<file path="config.mk">
export PLATFORM = sky130hd
export DESIGN_NAME = cycle_count_to_timestamp_core_flat
export DESIGN_NICKNAME = d
export VERILOG_FILES = /design/src/cts_pkg.sv /design/src/cts_if.sv /design/src/cts_extend.sv /design/src/cts_div_cell.sv /design/src/cycle_count_to_timestamp_core.sv /design/src/flat_wrapper.sv
export SDC_FILE = /design/constraint.sdc
export NUM_CORES = 1
export LEC_CHECK = 0
export BUFFER_PORTS_ARGS = -buffer_cell sky130_fd_sc_hd__buf_4
export CAP_MARGIN = 20
export CORE_MARGIN = 1
export CORE_UTILIZATION = 25
export DETAILED_ROUTE_END_ITERATION = 16
export GPL_ROUTABILITY_DRIVEN = 0
export GPL_TIMING_DRIVEN = 0
export PLACE_DENSITY_LB_ADDON = 0.25
export SLEW_MARGIN = 0
export SYNTH_ARGS = -nofsm -noshare
export SYNTH_HDL_FRONTEND = slang
export SYNTH_SLANG_ARGS = --single-unit
</file>
<file path="constraint.sdc">
create_clock -name clk -period 9.2 [get_ports clk]
set_clock_uncertainty 0.15 [all_clocks]
set_input_delay 0 -clock clk [delete_from_list [all_inputs] [get_ports clk]]
set_output_delay 0 -clock clk [all_outputs]
set_load 0.02 [all_outputs]
</file>
<file path="src/cts_pkg.sv">
// Package: widths and constants for the cycle count to timestamp converter.
`default_nettype none
package cts_pkg;
	localparam int unsigned CountW   = 32;
	localparam int unsigned ExtW     = 2 * CountW;
	localparam int unsigned MhzW     = 10;
	localparam int unsigned SecW     = 45;
	localparam int unsigned FracW    = 10;
	localparam int unsigned StepW    = $clog2(ExtW);
	localparam logic [MhzW-1:0]  MhzReset = MhzW'(168);
	localparam logic [MhzW-1:0]  MhzOne   = MhzW'(1);
	localparam logic [FracW-1:0] Thousand = FracW'(1000);
	localparam logic [StepW-1:0] LastStep = StepW'(ExtW - 1);
endpackage
`default_nettype wire

</file>
<file path="src/cts_if.sv">
// Interfaces: sample beat channel and timestamp beat channel.
`default_nettype none
interface cts_in_if import cts_pkg::*; ();
	logic              valid;
	logic              ready;
	logic [CountW-1:0] cycle_count;
	modport source (output valid, output cycle_count, input ready);
	modport sink   (input valid, input cycle_count, output ready);
endinterface

interface cts_out_if import cts_pkg::*; ();
	logic             valid;
	logic             ready;
	logic [SecW-1:0]  seconds;
	logic [FracW-1:0] milliseconds;
	logic [FracW-1:0] microseconds;
	logic [ExtW-1:0]  total_us;
	logic             wrapped;
	modport source (output valid, output seconds, output milliseconds, output microseconds,
		output total_us, output wrapped, input ready);
	modport sink   (input valid, input seconds, input milliseconds, input microseconds,
		input total_us, input wrapped, output ready);
endinterface
`default_nettype wire

</file>
<file path="src/cts_extend.sv">
// Counter extension: tracks last sample and wrap count, flags wraps.
`default_nettype none
module cts_extend import cts_pkg::*; (
	input  wire logic              clk,
	input  wire logic              arst_n,
	input  wire logic              load,
	input  wire logic [CountW-1:0] sample,
	output logic                   wrap,
	output logic [CountW-1:0]      wrap_next
);
	logic [CountW-1:0] last_q;
	logic [CountW-1:0] wraps_q;

	assign wrap      = sample < last_q;
	assign wrap_next = wraps_q + CountW'(wrap);

	always_ff @(posedge clk or negedge arst_n) begin
		if (!arst_n) begin
			last_q  <= '0;
			wraps_q <= '0;
		end else if (load) begin
			last_q  <= sample;
			wraps_q <= wrap_next;
		end
	end
endmodule
`default_nettype wire

</file>
<file path="src/cts_div_cell.sv">
// Bit-serial restoring divide cell: one dividend bit in, one quotient bit out per cycle while en is high.
`default_nettype none
module cts_div_cell import cts_pkg::*; #(
	parameter int unsigned DivW = FracW
) (
	input  wire logic            clk,
	input  wire logic            arst_n,
	input  wire logic            clr,
	input  wire logic            en,
	input  wire logic            din,
	input  wire logic [DivW-1:0] divisor,
	output logic                 qbit,
	output logic [DivW-1:0]      rem
);
	logic [DivW-1:0] rem_q;
	logic [DivW:0]   trial;
	logic [DivW:0]   diff;

	assign trial = {rem_q, din};
	assign diff  = trial - {1'b0, divisor};
	assign qbit  = trial >= {1'b0, divisor};
	assign rem   = rem_q;

	always_ff @(posedge clk or negedge arst_n) begin
		if (!arst_n) begin
			rem_q <= '0;
		end else if (clr) begin
			rem_q <= '0;
		end else if (en) begin
			rem_q <= qbit ? diff[DivW-1:0] : trial[DivW-1:0];
		end
	end
endmodule
`default_nettype wire

</file>
<file path="src/cycle_count_to_timestamp_core.sv">
// Top level: cycle counter extension and conversion to seconds / ms / us.
//
//  channel    dir  handshake     beat contents
//  cfg        in   cfg_we        cfg_wdata = clock_mhz
//  sample_ch  in   valid/ready   cycle_count
//  result_ch  out  valid/ready   seconds, milliseconds, microseconds, total_us, wrapped
//
// Each sample is taken as a beat, passed through the bit-serial divide
// chain (count / mhz -> total_us, then / 1000 twice), then loaded into the output register.
// The chain is fed the 64-bit extended count one bit per cycle.
// Reset sets clock_mhz to 168 and clears last sample and wrap count.
// A new sample is taken while the previous result waits on result_ch.ready.
`default_nettype none
module cycle_count_to_timestamp_core import cts_pkg::*; (
	input  wire logic            clk,
	input  wire logic            arst_n,
	input  wire logic            cfg_we,
	input  wire logic [MhzW-1:0] cfg_wdata,
	cts_in_if.sink               sample_ch,
	cts_out_if.source            result_ch
);
	typedef enum logic [2:0] {
		ST_IDLE = 3'b001,
		ST_RUN  = 3'b010,
		ST_FIN  = 3'b100
	} cts_state_t;

	cts_state_t        state_q;
	logic [MhzW-1:0]   mhz_q;
	logic [MhzW-1:0]   divisor;
	logic [StepW-1:0]  step_q;
	logic [ExtW-1:0]   count_q;
	logic [ExtW-1:0]   total_q;
	logic [SecW-1:0]   secs_q;
	logic              wrap_q;
	logic              take;
	logic              run;
	logic              wrap;
	logic [CountW-1:0] wrap_next;
	logic              qa;
	logic              qb;
	logic              qc;
	logic [FracW-1:0]  us_rem;
	logic [FracW-1:0]  ms_rem;
	logic [MhzW-1:0]   mhz_rem;
	logic              out_valid_q;
	logic              out_free;

	assign divisor         = (mhz_q == '0) ? MhzOne : mhz_q;
	assign sample_ch.ready = state_q == ST_IDLE;
	assign take            = sample_ch.valid && sample_ch.ready;
	assign run             = state_q == ST_RUN;
	assign out_free        = !out_valid_q || result_ch.ready;
	assign result_ch.valid = out_valid_q;

	cts_extend u_extend (
		.clk       (clk),
		.arst_n    (arst_n),
		.load      (take),
		.sample    (sample_ch.cycle_count),
		.wrap      (wrap),
		.wrap_next (wrap_next)
	);

	// count / mhz -> total_us
	cts_div_cell #(.DivW(MhzW)) u_div_us (
		.clk (clk), .arst_n (arst_n), .clr (take), .en (run),
		.din (count_q[ExtW-1]), .divisor (divisor), .qbit (qa), .rem (mhz_rem)
	);

	// total_us / 1000 -> microseconds remainder
	cts_div_cell #(.DivW(FracW)) u_div_ms (
		.clk (clk), .arst_n (arst_n), .clr (take), .en (run),
		.din (qa), .divisor (Thousand), .qbit (qb), .rem (us_rem)
	);

	// total_ms / 1000 -> seconds, milliseconds remainder
	cts_div_cell #(.DivW(FracW)) u_div_s (
		.clk (clk), .arst_n (arst_n), .clr (take), .en (run),
		.din (qb), .divisor (Thousand), .qbit (qc), .rem (ms_rem)
	);

	always_ff @(posedge clk or negedge arst_n) begin
		if (!arst_n) begin
			mhz_q <= MhzReset;
		end else if (cfg_we) begin
			mhz_q <= cfg_wdata;
		end
	end

	always_ff @(posedge clk or negedge arst_n) begin
		if (!arst_n) begin
			out_valid_q <= 1'b0;
		end else if (state_q == ST_FIN && out_free) begin
			out_valid_q <= 1'b1;
		end else if (result_ch.ready) begin
			out_valid_q <= 1'b0;
		end
	end

	always_ff @(posedge clk or negedge arst_n) begin
		if (!arst_n) begin
			state_q <= ST_IDLE;
			step_q  <= '0;
		end else begin
			case (state_q)
				ST_IDLE: begin
					if (take) begin
						state_q <= ST_RUN;
						step_q  <= '0;
					end
				end
				ST_RUN: begin
					step_q <= step_q + StepW'(1);
					if (step_q == LastStep) begin
						state_q <= ST_FIN;
					end
				end
				ST_FIN: begin
					if (out_free) begin
						state_q <= ST_IDLE;
					end
				end
				default: begin
					state_q <= ST_IDLE;
				end
			endcase
		end
	end

	always_ff @(posedge clk) begin
		if (take) begin
			count_q <= {wrap_next, sample_ch.cycle_count};
			wrap_q  <= wrap;
		end else if (run) begin
			count_q <= {count_q[ExtW-2:0], 1'b0};
			total_q <= {total_q[ExtW-2:0], qa};
			secs_q  <= {secs_q[SecW-2:0], qc};
		end
	end

	always_ff @(posedge clk) begin
		if (state_q == ST_FIN && out_free) begin
			result_ch.seconds      <= secs_q;
			result_ch.milliseconds <= ms_rem;
			result_ch.microseconds <= us_rem;
			result_ch.total_us     <= total_q;
			result_ch.wrapped      <= wrap_q;
		end
	end

	// sub-microsecond cycles are dropped
	logic unused_rem;
	assign unused_rem = ^mhz_rem;
endmodule
`default_nettype wire
</file>
<file path="src/flat_wrapper.sv">
// flat-port wrapper written by rule: the top's interface ports become plain ports
module cycle_count_to_timestamp_core_flat import cts_pkg::*;
  (clk, arst_n, cfg_we, cfg_wdata, sample_ch_valid, sample_ch_cycle_count, sample_ch_ready, result_ch_valid, result_ch_seconds, result_ch_milliseconds, result_ch_microseconds, result_ch_total_us, result_ch_wrapped, result_ch_ready);
  cts_in_if sample_ch_i ();
  cts_out_if result_ch_i ();
  input  wire logic clk;
  input  wire logic arst_n;
  input  wire logic cfg_we;
  input  wire logic [MhzW-1:0] cfg_wdata;
  input wire logic [$bits(sample_ch_i.valid)-1:0] sample_ch_valid;
  input wire logic [$bits(sample_ch_i.cycle_count)-1:0] sample_ch_cycle_count;
  output wire logic [$bits(sample_ch_i.ready)-1:0] sample_ch_ready;
  output wire logic [$bits(result_ch_i.valid)-1:0] result_ch_valid;
  output wire logic [$bits(result_ch_i.seconds)-1:0] result_ch_seconds;
  output wire logic [$bits(result_ch_i.milliseconds)-1:0] result_ch_milliseconds;
  output wire logic [$bits(result_ch_i.microseconds)-1:0] result_ch_microseconds;
  output wire logic [$bits(result_ch_i.total_us)-1:0] result_ch_total_us;
  output wire logic [$bits(result_ch_i.wrapped)-1:0] result_ch_wrapped;
  input wire logic [$bits(result_ch_i.ready)-1:0] result_ch_ready;
  assign sample_ch_i.valid = sample_ch_valid;
  assign sample_ch_i.cycle_count = sample_ch_cycle_count;
  assign sample_ch_ready = sample_ch_i.ready;
  assign result_ch_valid = result_ch_i.valid;
  assign result_ch_seconds = result_ch_i.seconds;
  assign result_ch_milliseconds = result_ch_i.milliseconds;
  assign result_ch_microseconds = result_ch_i.microseconds;
  assign result_ch_total_us = result_ch_i.total_us;
  assign result_ch_wrapped = result_ch_i.wrapped;
  assign result_ch_i.ready = result_ch_ready;
  cycle_count_to_timestamp_core u_core (.clk(clk), .arst_n(arst_n), .cfg_we(cfg_we), .cfg_wdata(cfg_wdata), .sample_ch(sample_ch_i), .result_ch(result_ch_i));
endmodule
</file>
==> flow_summary.json, run 1 <==
{
  "run_status": "completed",
  "unrepaired_setup_endpoints_after_global_routing": "no",
  "dp.final_hpwl_um": 25000,
  "grt_pass1_wl_um": 58500,
  "die_height_um": 257.3,
  "worst-r2r-cell-count": 19,
  "detailroute.via_count": 10080,
  "synth.yosys.seq_area_share": 0.7356,
  "yosys_warnings": 0,
  "cp_data_required_time_ns": 9.35,
  "finalMaxSlewViolations": 0,
  "post_drt_wl_per_cell_um": 15.65,
  "dominantRegCellSynth": "sky130_fd_sc_hd__edfxtp_1",
  "timing.hold.worst.class": "primary input to flip-flop",
  "post-route-drc-count": 0,
  "setup_viol_count_final": 0,
  "rr_endpoint": "u_core.count_q[60]",
  "ant_nets": 0,
  "drive_above_1_share": 0.1866,
  "dieArea_mm2": 0.06620,
  "port_buffers": 177,
  "synthToLayoutAreaGrowth_pct": 30.08,
  "count_of_flip_flops_with_a_built_in_enable_after_synthesis": 304,
  "layout_common_cells": "sky130_fd_sc_hd__edfxtp_1, sky130_fd_sc_hd__nand2_1, sky130_fd_sc_hd__buf_4",
  "post-place-ws_ns": 4.519,
  "path_clk_slew_ns": 0.06,
  "synthArstFlopShare": 0.2727,
  "io_pins": 179,
  "worstMarginPinSlew_ns": 1.041,
  "timing.critical_path.to_type": "flip-flop",
  "timing.final.crit_period_ns": 4.643,
  "synth_nets": 1271,
  "timing.critical_path.fanout_max": 5,
  "antenna_found_initial": 0,
  "finish.net_count": 1575,
  "postLayoutCellArea_mm2": 0.02120,
  "setup.worst_path.class": "flip-flop to flip-flop",
  "cts-hold-fix-buffers": 67,
  "insertedDiodeCount": 0,
  "hold-worst-slack_ns": 0.06875,
  "worst_slew_margin_rel": 0.2999,
  "tritoncts": "built",
  "total_routing_resource_utilization_after_global_routing": 0.1119,
  "first_global_vias": 10440,
  "clock-sinks": 418,
  "timing.hold.worst_endpoint": "u_core.u_extend.last_q[5]",
  "clk_path_buf_depth": 3,
  "worst_ir_drop_vdd_uv": 150.8,
  "drt_first_pass_iters": 5,
  "static-leakage-power_uw": 0.008125,
  "crit_path_start_kind": "flip-flop",
  "clkLatencyLatePin_ns": 0.58,
  "post_dp_cell_area_mm2": 0.01893,
  "cts.repair_timing.setup_buffer_count": 0,
  "fin_ws_ns": 4.557,
  "total_neg_setup_slack_ns": 0,
  "report.final.hold_viol_count": 0,
  "period_share": 0.5047,
  "number_of_buffers_created_by_cts": 48,
  "num_rows": 93,
  "hold_start": "sample_ch_cycle_count[5]",
  "netlist-cell-type-count": 58,
  "postSynthRegisterBits": 418,
  "placeableCoreArea_mm2": 0.06446,
  "synth_cells": 1177,
  "clock-root-buffer": "sky130_fd_sc_hd__clkbuf_16",
  "cts_repair_resize_count": 0,
  "arrival_worst_endpoint_ns": 4.79,
  "synth_area_per_cell_um2": 13.84,
  "min_path_cells": 4,
  "vias_per_cell": 4.249,
  "detailed_route_wire_length_um": 37110,
  "drv.max_cap_violation_count": 0,
  "timing.fmax_ghz": 0.2154,
  "synth.cell_area_mm2": 0.01629,
  "pin_count_of_the_biggest_net_entering_global_routing": 69,
  "htree_num_levels": 2,
  "most_common_cell_after_layout_fill_and_taps_aside": "sky130_fd_sc_hd__edfxtp_1",
  "die_x_um": 257.3,
  "reg2reg_from": "u_core.u_extend.last_q[25]",
  "grt.overflow.total": 0,
  "start_util": 0.2528,
  "detailed_router_s_first_iteration_violation_count": 527,
  "pwr_density_cell_mw_per_mm2": 266.5,
  "regToRegSetupSlack_ns": 4.56
}
## state kept, by name, indices dropped and copies added (netlist names), 32 cells and up
register,cells
u_core.count_q,64
u_core.result_ch.seconds,45
u_core.result_ch.total_us,64
u_core.secs_q,45
u_core.total_q,64
u_core.u_extend.last_q,32
u_core.u_extend.wraps_q,32
## stage by stage
| step | std cells | power (µW) | util |
|---|---|---|---|
| floorplan | 1177 | 3375 | - |
| global placement | 2209 | 3733 | 0.2900 |
| detailed placement | 2219 | 3761 | 0.2937 |
| CTS | 2372 | 5752 | 0.3288 |
| global route | 2372 | 5990 | 0.3288 |
| finish | 2372 | 5648 | 0.3288 |
## cell families after synthesis
logic type      Yosys count  share of synthesized area
compound gates          179                    0.06335
xor+xnor                 76                    0.04085
fa+ha+maj                47                    0.03655
buf+inv                  96                    0.02250
flops                   418                     0.7356
mux                       9                   0.005759
simple gates            352                    0.09537
## worst max-delay path by stage
stage / cells after the start / endpoint / slack, ns / from
floorplan: 2 / u_core.result_ch.microseconds[0] / 2.41 / u_core.result_ch.valid
global placement: 3 / u_core.result_ch.total_us[50] / -0.89 / u_core.state_q[1]
detailed placement: 19 / u_core.count_q[60] / 4.52 / u_core.u_extend.last_q[25]
CTS: 19 / u_core.count_q[60] / 4.52 / u_core.u_extend.last_q[25]
global route: 19 / u_core.count_q[60] / 4.21 / u_core.u_extend.last_q[25]
finish: 19 / u_core.count_q[60] / 4.56 / u_core.u_extend.last_q[25]
## layer usage
metal  part of all wire  wire, µm  track usage
met5                  0         0            0
met3              0.054      2010      0.02738
met1               0.47     17430       0.1521
met4              0.027       997      0.04027
met2               0.45     16670       0.1724
## report_power, final
group	internal, µW	switching [µW]
Clock	1150	768
Sequential	2500	139
Combinational	382	702
Total	4040	1610
## Yosys cell counts (2+ instances only)
cell                       number  area (µm²)
sky130_fd_sc_hd__nor3_1         8       40.04
sky130_fd_sc_hd__inv_1         55       206.5
sky130_fd_sc_hd__a21o_1        11       82.58
sky130_fd_sc_hd__nor2b_1        4       25.02
sky130_fd_sc_hd__nor2_1        47       176.4
sky130_fd_sc_hd__a21oi_1       28       140.1
sky130_fd_sc_hd__xnor2_1       44       385.4
sky130_fd_sc_hd__ha_1          46       575.6
sky130_fd_sc_hd__buf_2          5       25.02
sky130_fd_sc_hd__a31oi_1        6       37.54
sky130_fd_sc_hd__o31ai_1        3       22.52
sky130_fd_sc_hd__a221oi_1       2       17.52
sky130_fd_sc_hd__o21bai_1       2       15.01
sky130_fd_sc_hd__clkinv_1       2       7.510
sky130_fd_sc_hd__and3_1         6       37.54
sky130_fd_sc_hd__nand2_1      211       792.0
sky130_fd_sc_hd__or3_1          3       18.77
sky130_fd_sc_hd__o31a_1         2       17.52
sky130_fd_sc_hd__mux2_2         3       33.78
sky130_fd_sc_hd__o21ai_0      102       510.5
sky130_fd_sc_hd__nand3b_1       4       30.03
sky130_fd_sc_hd__o211ai_1       3       22.52
sky130_fd_sc_hd__mux2i_1        6       60.06
sky130_fd_sc_hd__a32o_1         2       20.02
sky130_fd_sc_hd__buf_1          6       22.52
sky130_fd_sc_hd__nand4_1       13       81.33
sky130_fd_sc_hd__nor4_1         5       31.28
sky130_fd_sc_hd__nor3b_1        2       15.01
sky130_fd_sc_hd__dfstp_2        4       105.1
sky130_fd_sc_hd__and4_1         4       35.03
sky130_fd_sc_hd__nand2b_1       2       12.51
sky130_fd_sc_hd__nand3_1       34       170.2
sky130_fd_sc_hd__a211oi_1       3       22.52
sky130_fd_sc_hd__clkbuf_1      27       101.4
sky130_fd_sc_hd__xor2_1        32       280.3
sky130_fd_sc_hd__dfrtp_1      110        2753
sky130_fd_sc_hd__or4_1          2       15.01
sky130_fd_sc_hd__o21ai_2        2       17.52
sky130_fd_sc_hd__o22ai_1        3       18.77
sky130_fd_sc_hd__or3b_2         2       17.52
sky130_fd_sc_hd__edfxtp_1     304        9129
## cell type report
| cell class | instances | area (µm²) |
|---|---|---|
| fill | 6450 | 43270 |
| sequential | 418 | 11990 |
| multi-input combinational | 663 | 3949 |
| timing repair buffer | 254 | 2243 |
| clock buffer | 68 | 1338 |
| tap | 855 | 1070 |
| clock inverter | 18 | 239.0 |
| inverter | 58 | 220.2 |
| buffer | 38 | 150.1 |
## worst max-delay path, stage by stage (launching register included)
cell	delay [ns]
sky130_fd_sc_hd__dfrtp_1	0.36
sky130_fd_sc_hd__inv_1	0.07
sky130_fd_sc_hd__ha_1	0.24
sky130_fd_sc_hd__a21o_1	0.16
sky130_fd_sc_hd__a21o_1	0.17
sky130_fd_sc_hd__a21oi_1	0.20
sky130_fd_sc_hd__o21ai_0	0.15
sky130_fd_sc_hd__nand3_1	0.11
sky130_fd_sc_hd__o2111a_1	0.19
sky130_fd_sc_hd__o31a_1	0.19
sky130_fd_sc_hd__ha_1	0.19
sky130_fd_sc_hd__ha_1	0.21
sky130_fd_sc_hd__nand3_1	0.19
sky130_fd_sc_hd__nor4_1	0.92
sky130_fd_sc_hd__and4_1	0.29
sky130_fd_sc_hd__buf_2	0.16
sky130_fd_sc_hd__nand2_1	0.08
sky130_fd_sc_hd__nor2_1	0.14
sky130_fd_sc_hd__xnor2_1	0.13
sky130_fd_sc_hd__o21ai_0	0.09
Power figures use the tool's default switching activity.
==> run 2, diff against run 1 <==
Settings changed: ABC_AREA from default to 1.
Clock period 9.2 ns to 4.3 ns, I/O delays scaled along.
==> run 2 against run 1 <==
Synthesized area grew 1.1%. First-iteration DRC count down 1.7%. Synthesized cell count rose by 12%. Count of clock-buffer cells in the layout is 12 lower. Combinational power rose to 3.0 times the previous value. Largest power group unchanged.
==> flow_summary.json, run 2 <==
{
  "die_height_um": 258.7,
  "finalMaxSlewViolations": 0,
  "grt.overflow.total": 0,
  "port_buffers": 177,
  "worst_path_largest_cell_delay_ns": 0.36,
  "static-leakage-power_uw": 0.008717,
  "antenna_found_initial": 0,
  "synth.top_cells.by_area": "sky130_fd_sc_hd__edfxtp_1, sky130_fd_sc_hd__dfrtp_1, sky130_fd_sc_hd__nand2_1",
  "post-place-ws_ns": 0.6628,
  "hold-worst-slack_ns": 0.05555,
  "most_common_cell_after_layout_fill_and_taps_aside": "sky130_fd_sc_hd__nand2_1",
  "pin_count_of_the_biggest_net_entering_global_routing": 84,
  "detailed_route_wire_length_um": 37230,
  "clkLatencyLatePin_ns": 0.58,
  "worstMarginPinSlew_ns": 0.7864,
  "synth_nets": 1411,
  "timing.critical_path.to_type": "flip-flop",
  "dp.final_hpwl_um": 25680,
  "timing.hold.worst.class": "primary input to flip-flop",
  "finish.net_count": 1713,
  "synth_common_cells": "sky130_fd_sc_hd__nand2_1, sky130_fd_sc_hd__edfxtp_1, sky130_fd_sc_hd__inv_1",
  "tritoncts": "built",
  "dieArea_mm2": 0.06690,
  "total_routing_resource_utilization_after_global_routing": 0.1115,
  "number_of_buffers_created_by_cts": 49,
  "num_rows": 93,
  "regs_by_ff_count": "u_core.count_q x64, u_core.result_ch.total_us x64, u_core.total_q x64",
  "start_util": 0.2541,
  "dpl_cells": 2356,
  "clock-sinks": 418,
  "crit_path_start_kind": "flip-flop",
  "post_drt_wl_per_cell_um": 14.81,
  "run_status": "completed",
  "synth_largest_type_area_fraction": 0.5543,
  "clk_path_buf_depth": 3,
  "fin_ws_ns": 0.6977,
  "critical_path.slowest_cell": "sky130_fd_sc_hd__dfrtp_1",
  "setup_viol_count_final": 0,
  "postLayoutCellArea_mm2": 0.02144,
  "clock-root-buffer": "sky130_fd_sc_hd__clkbuf_16",
  "synthArstFlopShare": 0.2727,
  "drt_first_pass_iters": 5,
  "io_pins": 179,
  "insertedDiodeCount": 0,
  "setup.worst_path.class": "flip-flop to flip-flop",
  "detailed_router_s_first_iteration_violation_count": 518,
  "multi_input_comb_area_mm2": 0.003877,
  "regArea_mm2": 0.01199,
  "synthToLayoutAreaGrowth_pct": 30.17,
  "critical-path-top-cell-by-count": "sky130_fd_sc_hd__nand2_1",
  "worst_ir_drop_vdd_uv": 366.3,
  "layout_common_cells": "sky130_fd_sc_hd__nand2_1, sky130_fd_sc_hd__edfxtp_1, sky130_fd_sc_hd__buf_4",
  "unrepaired_setup_endpoints_after_global_routing": "no",
  "dominantRegCellSynth": "sky130_fd_sc_hd__edfxtp_1",
  "first_global_vias": 10460,
  "detailroute.via_count": 10630,
  "synth.yosys.seq_area_share": 0.7279,
  "timing.critical_path.fanout_max": 4,
  "cp.buffers_inverters": 1,
  "path_clk_slew_ns": 0.06,
  "post-route-drc-count": 0,
  "netlist-cell-type-count": 45,
  "synth_area_per_cell_um2": 12.50,
  "timing.fmax_ghz": 0.2776,
  "post_dp_cell_area_mm2": 0.01905,
  "post-synth-top-area-cell": "sky130_fd_sc_hd__edfxtp_1",
  "synth.cell_area_mm2": 0.01647,
  "pwr_density_cell_mw_per_mm2": 645.3,
  "cp_data_required_time_ns": 4.46,
  "ant_nets": 0,
  "arrival_worst_endpoint_ns": 3.77,
  "worst_path_dominant_cell_family": "simple AND/OR/NAND/NOR gates",
  "timing.critical_path.cells": "inv_1, ha_1, a21oi_1, o21a_1, o221ai_1, nand3_1, nand2_1, a21oi_1, ha_1, ha_1, nand2_1, nor2_2, nand2_2, nor2_4, nand2_2, nor2_4, nand2_2, nor2_1, nand2_1, nand3_1, nand2_1",
  "placeableCoreArea_mm2": 0.06481,
  "final.fill_count": 6439,
  "die_x_um": 258.7,
  "drv.max_cap_violation_count": 0,
  "period_share": 0.8377,
  "fin_cells": 2513,
  "worst_slew_margin_rel": 0.4758,
  "count_of_flip_flops_with_a_built_in_enable_after_synthesis": 304,
  "htree_num_levels": 2,
  "grt_pass1_wl_um": 58880,
  "drive_above_1_share": 0.1930,
  "yosys_warnings": 0,
  "postSynthRegisterBits": 418,
  "yosys.cell_count.top_type": "sky130_fd_sc_hd__nand2_1",
  "timing.final.crit_period_ns": 3.602,
  "report.final.hold_viol_count": 0,
  "vias_per_cell": 4.229,
  "synth_cells": 1317
}
run 2: cell count changes in the layout (fill, tap and decap cells not counted), sizes merged, moves of 13 or more:
cell / delta
nand2: +147
inv: +72
xnor2: -42
clkbuf: -20
nor3: +14
a21oi: +13
run 2: cell families after synthesis:
logic type / Yosys count / share of synthesized area
muxes: 1 / 0.0006078
and+or+nand+nor: 498 / 0.1296
xor gates and xnor gates: 25 / 0.01330
AOI/OAI and AO/OA: 169 / 0.05531
adders and majority gates: 47 / 0.03616
DFF: 418 / 0.7279
buffers and inverters: 159 / 0.03715
run 2: path summary, 6_finish.rpt:
kind | from | to | slack, ns | cells past startpoint
worst max-delay path | u_core.u_extend.last_q[19] | u_core.count_q[54] | 0.70 | 21
worst min-delay path | sample_ch_cycle_count[6] | u_core.u_extend.last_q[6] | 0.06 | 4
min in group asynchronous | arst_n | u_core.result_ch.valid | 0.39 | 4
worst min register to register | u_core.wrap_q | u_core.result_ch.wrapped | 0.27 | 0
worst max register to register | u_core.u_extend.last_q[19] | u_core.count_q[54] | 0.70 | 21
max in group asynchronous | arst_n | u_core.mhz_q[3] | 3.25 | 4
run 2: routing by layer:
layer  share of wire  vias to the layer above  GRT usage
li1                -                     5163          -
met1            0.47                     5121     0.1524
met2            0.45                      280     0.1752
met3           0.055                       64    0.02543
met4           0.023                        0    0.03419
met5               0                        -          0
run 2: area by class of cell:
type | instances | share of cell area
inverter | 128 | 0.02241
sequential | 418 | 0.5592
clock inverter | 34 | 0.01739
multi-input combinational | 740 | 0.1809
clock buffer | 56 | 0.06181
buffer | 31 | 0.006595
timing repair buffer | 251 | 0.1019
tap | 855 | 0.04990
run 2: where the power goes:
group	leakage [µW]	internal, µW	switching, µW
Combinational	0.00360	1080	2160
Sequential	0.00429	5810	477
Clock	0.000832	2630	1670
run 2: worst min-delay path: cells and delay by family:
kind / cells / cell delay [ns]
AND/OR/NAND/NOR: 1 / 0.05
buffers and inverters: 2 / 0.62
AO/OA/AOI/OAI: 1 / 0.06
run 2: timing repair:
item | in CTS | in global routing
buffers inserted | 0 | 0
hold buffers | 67 | 0
hold endpoints to repair | 188 | 0
gates resized for setup | 0 | 0
run 2: per-stage QoR:
| stage | power, µW | TNS, ns | util |
|---|---|---|---|
| after floorplan | 8394 | 0 | - |
| after global placement | 9531 | -252.43 | 0.2913 |
| after detailed placement | 9608 | 0 | 0.2939 |
| after CTS | 14070 | 0 | 0.3307 |
| after global routing | 14700 | 0 | 0.3307 |
| final | 13830 | 0 | 0.3307 |
